File: src/design/mdp_pkg.sv
// types and constants shared by the message padder modules
package mdp_pkg;

	localparam int unsigned COUNT_W = 61;
	localparam int unsigned BLOCKS_W = 56;
	localparam int unsigned TOTAL_W = 5;

	localparam logic [TOTAL_W-1:0] WORDS_PER_BLOCK = 5'd16;
	localparam logic [7:0] PAD_MARK = 8'h80;
	localparam logic [2:0] LENGTH_ROW = 3'd7;
	localparam logic [COUNT_W:0] LENGTH_BYTES = 62'd8;

	typedef struct packed {
		logic [7:0] data_byte;
		logic end_of_message;
	} req_t;

	typedef struct packed {
		logic [31:0] word;
		logic last_word;
		logic [BLOCKS_W-1:0] block_count;
	} rsp_t;

	typedef struct packed {
		logic is_end;
		logic [31:0] word;
		logic [COUNT_W-1:0] count;
		logic [TOTAL_W-1:0] total;
		logic [BLOCKS_W-1:0] blocks;
	} entry_t;

	typedef struct packed {
		logic valid;
		entry_t entry;
	} q_port_t;

endpackage

File: src/design/mdp_front.sv
// front end: packs bytes into words and classifies end requests
module mdp_front (
	input logic clk,
	input logic arst_n,
	input logic req_valid,
	input mdp_pkg::req_t req,
	input logic full,
	output logic req_stall,
	output mdp_pkg::q_port_t push
);

	logic [mdp_pkg::COUNT_W-1:0] cnt_q;
	logic [23:0] part_q;
	logic accept;
	logic [1:0] pos;
	logic [31:0] pad_word;
	logic [mdp_pkg::COUNT_W:0] len_sum;
	logic [mdp_pkg::TOTAL_W-1:0] total;

	assign req_stall = full;
	assign accept = req_valid && !full;
	assign pos = cnt_q[1:0];
	assign len_sum = {1'b0, cnt_q} + mdp_pkg::LENGTH_BYTES;

	always_comb begin
		case (pos)
			2'd0: pad_word = {24'd0, mdp_pkg::PAD_MARK};
			2'd1: pad_word = {16'd0, mdp_pkg::PAD_MARK, part_q[7:0]};
			2'd2: pad_word = {8'd0, mdp_pkg::PAD_MARK, part_q[15:0]};
			default: pad_word = {mdp_pkg::PAD_MARK, part_q};
		endcase
	end

	always_comb begin
		total = mdp_pkg::WORDS_PER_BLOCK - {1'b0, cnt_q[5:2]};
		if (cnt_q[5:3] == mdp_pkg::LENGTH_ROW) begin
			total = total + mdp_pkg::WORDS_PER_BLOCK;
		end
	end

	always_comb begin
		push.valid = 1'b0;
		push.entry.is_end = 1'b0;
		push.entry.word = {req.data_byte, part_q};
		push.entry.count = cnt_q;
		push.entry.total = total;
		push.entry.blocks = len_sum[mdp_pkg::COUNT_W:6] + 56'd1;
		if (accept) begin
			if (req.end_of_message) begin
				push.valid = 1'b1;
				push.entry.is_end = 1'b1;
				push.entry.word = pad_word;
			end else if (pos == 2'd3) begin
				push.valid = 1'b1;
			end
		end
	end

	always_ff @(posedge clk or negedge arst_n) begin
		if (!arst_n) begin
			cnt_q <= '0;
			part_q <= '0;
		end else if (accept) begin
			if (req.end_of_message) begin
				cnt_q <= '0;
				part_q <= '0;
			end else begin
				cnt_q <= cnt_q + 61'd1;
				case (pos)
					2'd0: part_q <= {16'd0, req.data_byte};
					2'd1: part_q <= {8'd0, req.data_byte, part_q[7:0]};
					2'd2: part_q <= {req.data_byte, part_q[15:0]};
					default: part_q <= '0;
				endcase
			end
		end
	end

endmodule

File: src/design/mdp_queue.sv
// short fifo of classified entries between front and back
module mdp_queue #(
	parameter int unsigned DEPTH = 4
) (
	input logic clk,
	input logic arst_n,
	input mdp_pkg::q_port_t push,
	input logic pop,
	output logic full,
	output mdp_pkg::q_port_t head
);

	localparam int unsigned PW = (DEPTH > 1) ? $clog2(DEPTH) : 1;
	localparam int unsigned CW = $clog2(DEPTH + 1);

	mdp_pkg::entry_t mem_q [DEPTH];
	logic [PW-1:0] wr_ptr_q;
	logic [PW-1:0] rd_ptr_q;
	logic [CW-1:0] count_q;
	logic do_push;
	logic do_pop;

	assign full = (count_q == CW'(DEPTH));
	assign do_push = push.valid && !full;
	assign do_pop = pop && (count_q != '0);
	assign head.valid = (count_q != '0);
	assign head.entry = mem_q[rd_ptr_q];

	always_ff @(posedge clk) begin
		if (do_push) begin
			mem_q[wr_ptr_q] <= push.entry;
		end
	end

	always_ff @(posedge clk or negedge arst_n) begin
		if (!arst_n) begin
			wr_ptr_q <= '0;
			rd_ptr_q <= '0;
			count_q <= '0;
		end else begin
			if (do_push) begin
				wr_ptr_q <= (wr_ptr_q == PW'(DEPTH - 1)) ? '0 : wr_ptr_q + PW'(1);
			end
			if (do_pop) begin
				rd_ptr_q <= (rd_ptr_q == PW'(DEPTH - 1)) ? '0 : rd_ptr_q + PW'(1);
			end
			if (do_push && !do_pop) begin
				count_q <= count_q + CW'(1);
			end else if (do_pop && !do_push) begin
				count_q <= count_q - CW'(1);
			end
		end
	end

endmodule

File: src/design/mdp_back.sv
// back end: expands entries into padded words behind an output register
module mdp_back (
	input logic clk,
	input logic arst_n,
	input mdp_pkg::q_port_t head,
	output logic pop,
	output logic rsp_valid,
	input logic rsp_stall,
	output mdp_pkg::rsp_t rsp
);

	logic [mdp_pkg::TOTAL_W-1:0] idx_q;
	logic rsp_valid_q;
	mdp_pkg::rsp_t rsp_q;
	mdp_pkg::rsp_t next_rsp;
	logic advance;
	logic produce;
	logic at_last;
	logic at_len_lo;

	assign advance = !rsp_valid_q || !rsp_stall;
	assign produce = head.valid && advance;
	assign at_last = (idx_q == head.entry.total - 5'd1);
	assign at_len_lo = (idx_q == head.entry.total - 5'd2);
	assign pop = produce && (!head.entry.is_end || at_last);

	always_comb begin
		next_rsp.word = '0;
		next_rsp.last_word = 1'b0;
		next_rsp.block_count = '0;
		if (!head.entry.is_end) begin
			next_rsp.word = head.entry.word;
		end else if (at_last) begin
			next_rsp.word = head.entry.count[60:29];
			next_rsp.last_word = 1'b1;
			next_rsp.block_count = head.entry.blocks;
		end else if (at_len_lo) begin
			next_rsp.word = {head.entry.count[28:0], 3'b000};
		end else if (idx_q == '0) begin
			next_rsp.word = head.entry.word;
		end
	end

	always_ff @(posedge clk or negedge arst_n) begin
		if (!arst_n) begin
			idx_q <= '0;
			rsp_valid_q <= 1'b0;
		end else begin
			if (pop) begin
				idx_q <= '0;
			end else if (produce) begin
				idx_q <= idx_q + 5'd1;
			end
			if (advance) begin
				rsp_valid_q <= head.valid;
			end
		end
	end

	always_ff @(posedge clk) begin
		if (produce) begin
			rsp_q <= next_rsp;
		end
	end

	assign rsp_valid = rsp_valid_q;
	assign rsp = rsp_q;

endmodule

File: src/design/md_message_padder.sv
// top level of the md5-style message padder
//
// requests carry one message byte each, or an end marker that closes the
// message. bytes pack into 32-bit words, earliest byte in bits 7..0, and a
// word leaves as soon as its fourth byte is in. after an end request the
// block sends the partial word with 0x80 appended, zero words and the
// 64-bit bit length (low word first), 3 to 18 words filling whole 64-byte
// blocks; the final word has last_word set and carries the block count.
// a byte request is taken every cycle while the entry queue has room; a
// word is registered in the entry queue and then in the output register
// before it shows on rsp. the padding of one message goes out at one word
// per cycle while rsp_stall is low, set by the single output register of
// the back end; the front takes next-message bytes until QUEUE_DEPTH entries wait.
// reset clears the byte count, the partial word, the queue and rsp_valid.
// while rsp_stall is high the shown word holds, the back end waits and
// req_stall rises once the queue is full.
module md_message_padder #(
	parameter int unsigned QUEUE_DEPTH = 4
) (
	input logic clk,
	input logic arst_n,
	input logic req_valid,
	output logic req_stall,
	input mdp_pkg::req_t req,
	output logic rsp_valid,
	input logic rsp_stall,
	output mdp_pkg::rsp_t rsp
);

	mdp_pkg::q_port_t push;
	mdp_pkg::q_port_t head;
	logic full;
	logic pop;

	mdp_front u_front (
		.clk(clk),
		.arst_n(arst_n),
		.req_valid(req_valid),
		.req(req),
		.full(full),
		.req_stall(req_stall),
		.push(push)
	);

	mdp_queue #(
		.DEPTH(QUEUE_DEPTH)
	) u_queue (
		.clk(clk),
		.arst_n(arst_n),
		.push(push),
		.pop(pop),
		.full(full),
		.head(head)
	);

	mdp_back u_back (
		.clk(clk),
		.arst_n(arst_n),
		.head(head),
		.pop(pop),
		.rsp_valid(rsp_valid),
		.rsp_stall(rsp_stall),
		.rsp(rsp)
	);

endmodule

File: config.mk
export PLATFORM = sky130hd
export DESIGN_NAME = md_message_padder
export DESIGN_NICKNAME = d
export VERILOG_FILES = /design/src/design/mdp_pkg.sv /design/src/design/mdp_front.sv /design/src/design/mdp_queue.sv /design/src/design/mdp_back.sv /design/src/design/md_message_padder.sv
export SDC_FILE = /design/constraint.sdc
export NUM_CORES = 1
export LEC_CHECK = 0
export BUFFER_PORTS_ARGS = -buffer_cell sky130_fd_sc_hd__buf_2
export CORE_MARGIN = 2
export CORE_UTILIZATION = 60
export CTS_CLUSTER_SIZE = 25
export DETAILED_ROUTE_END_ITERATION = 12
export PLACE_DENSITY = 0.85
export SYNTH_ARGS = -nofsm -noshare
export SYNTH_HDL_FRONTEND = slang
export SYNTH_SLANG_ARGS = --single-unit
File: constraint.sdc
create_clock -name clk -period 10.9 [get_ports clk]
set_clock_uncertainty 0.15 [all_clocks]
set_input_delay 2.18 -clock clk [delete_from_list [all_inputs] [get_ports clk]]
set_output_delay 2.18 -clock clk [all_outputs]
set_load 0.05 [all_outputs]
==> metrics.cfg <==
[global_route]
grt_remaining_overflow=0
track_usage=0.270
antenna_found_initial=1
first_global_vias=20117
grt_start_max_net_pins=118
grt_pass1_wl_um=121000

[clocking]
clock-root-buffer=clkbuf_16
hold_buffers=0
htree_levels=3
cts_tree=built
clockBufferDepth=3
post_cts_buffers=0
cts_resized=0
clkSinkCount=803
clk_pin_slew_worst_paths_ps=60
clock_latency_ps=630
cts_buffers=78

[synthesis]
yosysTopAreaCell=edfxtp_1
muxShareOfSynthArea=0.103
ys_types=63
synth_area_um2=34200
synth_nets=2221
synth-adder-area-share=0.00718
synth-edff-count=705
synth_area_leaders=edfxtp_1, mux4_2, dfrtp_1
yosysSeqAreaShare=0.691
synth_seq_cells=803
synth-compound-area-share=0.0326
yosys_warnings=0
synth_top_family_by_area=simple AND/OR/NAND/NOR gates
postSynthAreaPerCell_um2=15.6
syn_inst=2189
async_flop_share=0.122
netlist.area_leader.share=0.620
ys.flop_type=edfxtp_1
yosys.area_share.simple=0.110
synthXorXnorAreaFrac=0.0376

[power_and_ir_drop]
power.leakage_nw=12.9
power_density_nw_per_um2=250
peakVddDrop_mv=0.158

[floorplanning]
fp-row-count=87
io_pins=104
core_um2=56400
floorplan.initialDensity=0.606
die_x_um=243
dieHeight_um=243
design.die.area_um2=58900

[route]
drtPass1Iterations=5
routedWlPerCell_um=25.6
postRouteWirelength_um=78700
drc=0
vias=20072
via_per_inst=6.52
drt_iter0_drc=2322
ant_nets=0

[setup_path]
crit_fanout=117
worstSetupEndpointType=register
cp.arrival_ps=6420
required_ps=11250
crit_type=register to register
crit_path_max_incr_delay_ps=940
path_cells=buf_4 > mux4_2 > inv_1 > ha_1 > nand2_1 > nor3_1 > a31oi_1 > nor3_2 > buf_4 > nand2b_1 > nand2_1 > ha_1 > inv_1 > fa_1 > mux2_2
crit_slowest_cell=buf_4
crit_family=buffers and inverters
start_kind=register
critPathBufInv=4

[timing]
final-hold-violation-count=0
setup_viol=0
drv_slew=0
fmax_mhz=165
fin_hold_ws_ps=329
worst_pin_slew_ps=1180
fin_ws_ps=4830
fin_crit_sh=0.557
grt_setup_unrepaired=false
setup_tns_ps=0
fin_crit_ps=6070
relSlewSlack=0.207

[placement]
place_hpwl_um=48700
io_buffers=103
pre_cts_ws_ps=4760
place_area_um2=35400
placed_cells=2941
gp_congestion=0.923

[min_path]
hold_class=register to register

[cells_and_area]
areaGrowthSynthToFinish_pct=10.8
layout_common_cells=edfxtp_1, nand2_1, mux4_2, nor2_1, buf_2
design_area_um2=37800
nNetsFinal=2297
fillCellCount=3577
antenna_cells=0
regArea_um2=23600
multi_input_area_um2=9970
fin_cells=3079
final_common_cell=edfxtp_1
drive_gt1_frac=0.184

[flow_run]
maxCapViolations=0

[status]
outcome=complete, no violations

## worst paths after layout
check                               startpoint                   to  slack, ps  cells past startpoint
setup reg to reg           u_queue.rd_ptr_q[0]   u_queue.count_q[1]       4830                     15
min in group asynchronous               arst_n   u_front.part_q[21]       1370                      1
hold / removal               u_front.part_q[8]    u_front.part_q[8]        330                      2
hold reg to reg              u_front.part_q[8]    u_front.part_q[8]        330                      2
setup / recovery           u_queue.rd_ptr_q[0]   u_queue.count_q[1]       4830                     15
max in group asynchronous               arst_n  u_queue.rd_ptr_q[1]       7850                      2
## cells by family after synthesis
group | count (synthesis)
adders and majority gates | 19
DFF | 803
and+or+nand+nor | 704
buffers and inverters | 163
xor gates and xnor gates | 145
muxes | 161
AOI/OAI and AO/OA | 194
## Yosys cell counts, types with 29 or more instances
library cell and n:
nand3_1 41, xor2_1 44, nor3_1 46, and3_1 72, and2_1 29, mux4_2 153, a21oi_1 67, nand3b_1 34
nand2_1 184, nor2_1 117, edfxtp_1 705, clkbuf_1 112, nand4_1 45, o21ai_0 76, xnor2_1 100, inv_1 32
dfrtp_1 98
## routing by layer
metal,share of wire,GRT usage,vias to the layer above
met5,0,0,-
met4,0.026,0.0870,0
met3,0.086,0.0459,168
met2,0.51,0.452,1110
met1,0.38,0.366,10222
li1,-,-,8572
## state kept, by name, summed over array words and instances (netlist names), 2 cells and up
| register | count |
|---|---|
| u_queue.rd_ptr_q | 2 |
| u_queue.count_q | 3 |
| u_queue.wr_ptr_q | 2 |
| u_back.rsp | 89 |
| u_front.part_q | 24 |
| u_front.cnt_q | 61 |
| u_queue.mem_q | 616 |
| u_back.idx_q | 5 |
## cell type report
class,instances,area share
inverter,32,0.00324
timing repair buffer,127,0.0184
tap,756,0.0250
clock inverter,39,0.0111
multi-input combinational,1223,0.263
clock buffer,99,0.0545
sequential,803,0.624
## tightest hold or removal path, delay by kind of cell, from the launching register on
| kind | cells | cell delay (ps) |
|---|---|---|
| DFF | 1 | 340 |
| AOI/OAI and AO/OA | 1 | 60 |
| and+or+nand+nor | 1 | 40 |
## power by group
part / switching [mW] / internal (mW) / total, mW
registers: 0.234 / 3.91 / 4.14
logic: 1.74 / 0.948 / 2.68
clock network: 1.12 / 1.53 / 2.65
## through the flow
step | power (mW) | utilization
6_report | 9.48 | 0.671
5_1_grt | 9.84 | 0.671
4_1_cts | 9.53 | 0.671
3_5_place_dp | 6.87 | 0.627
3_3_place_gp | 6.77 | 0.627
2_1_floorplan | 6.16 | -
(Power assumes the default switching activity.)
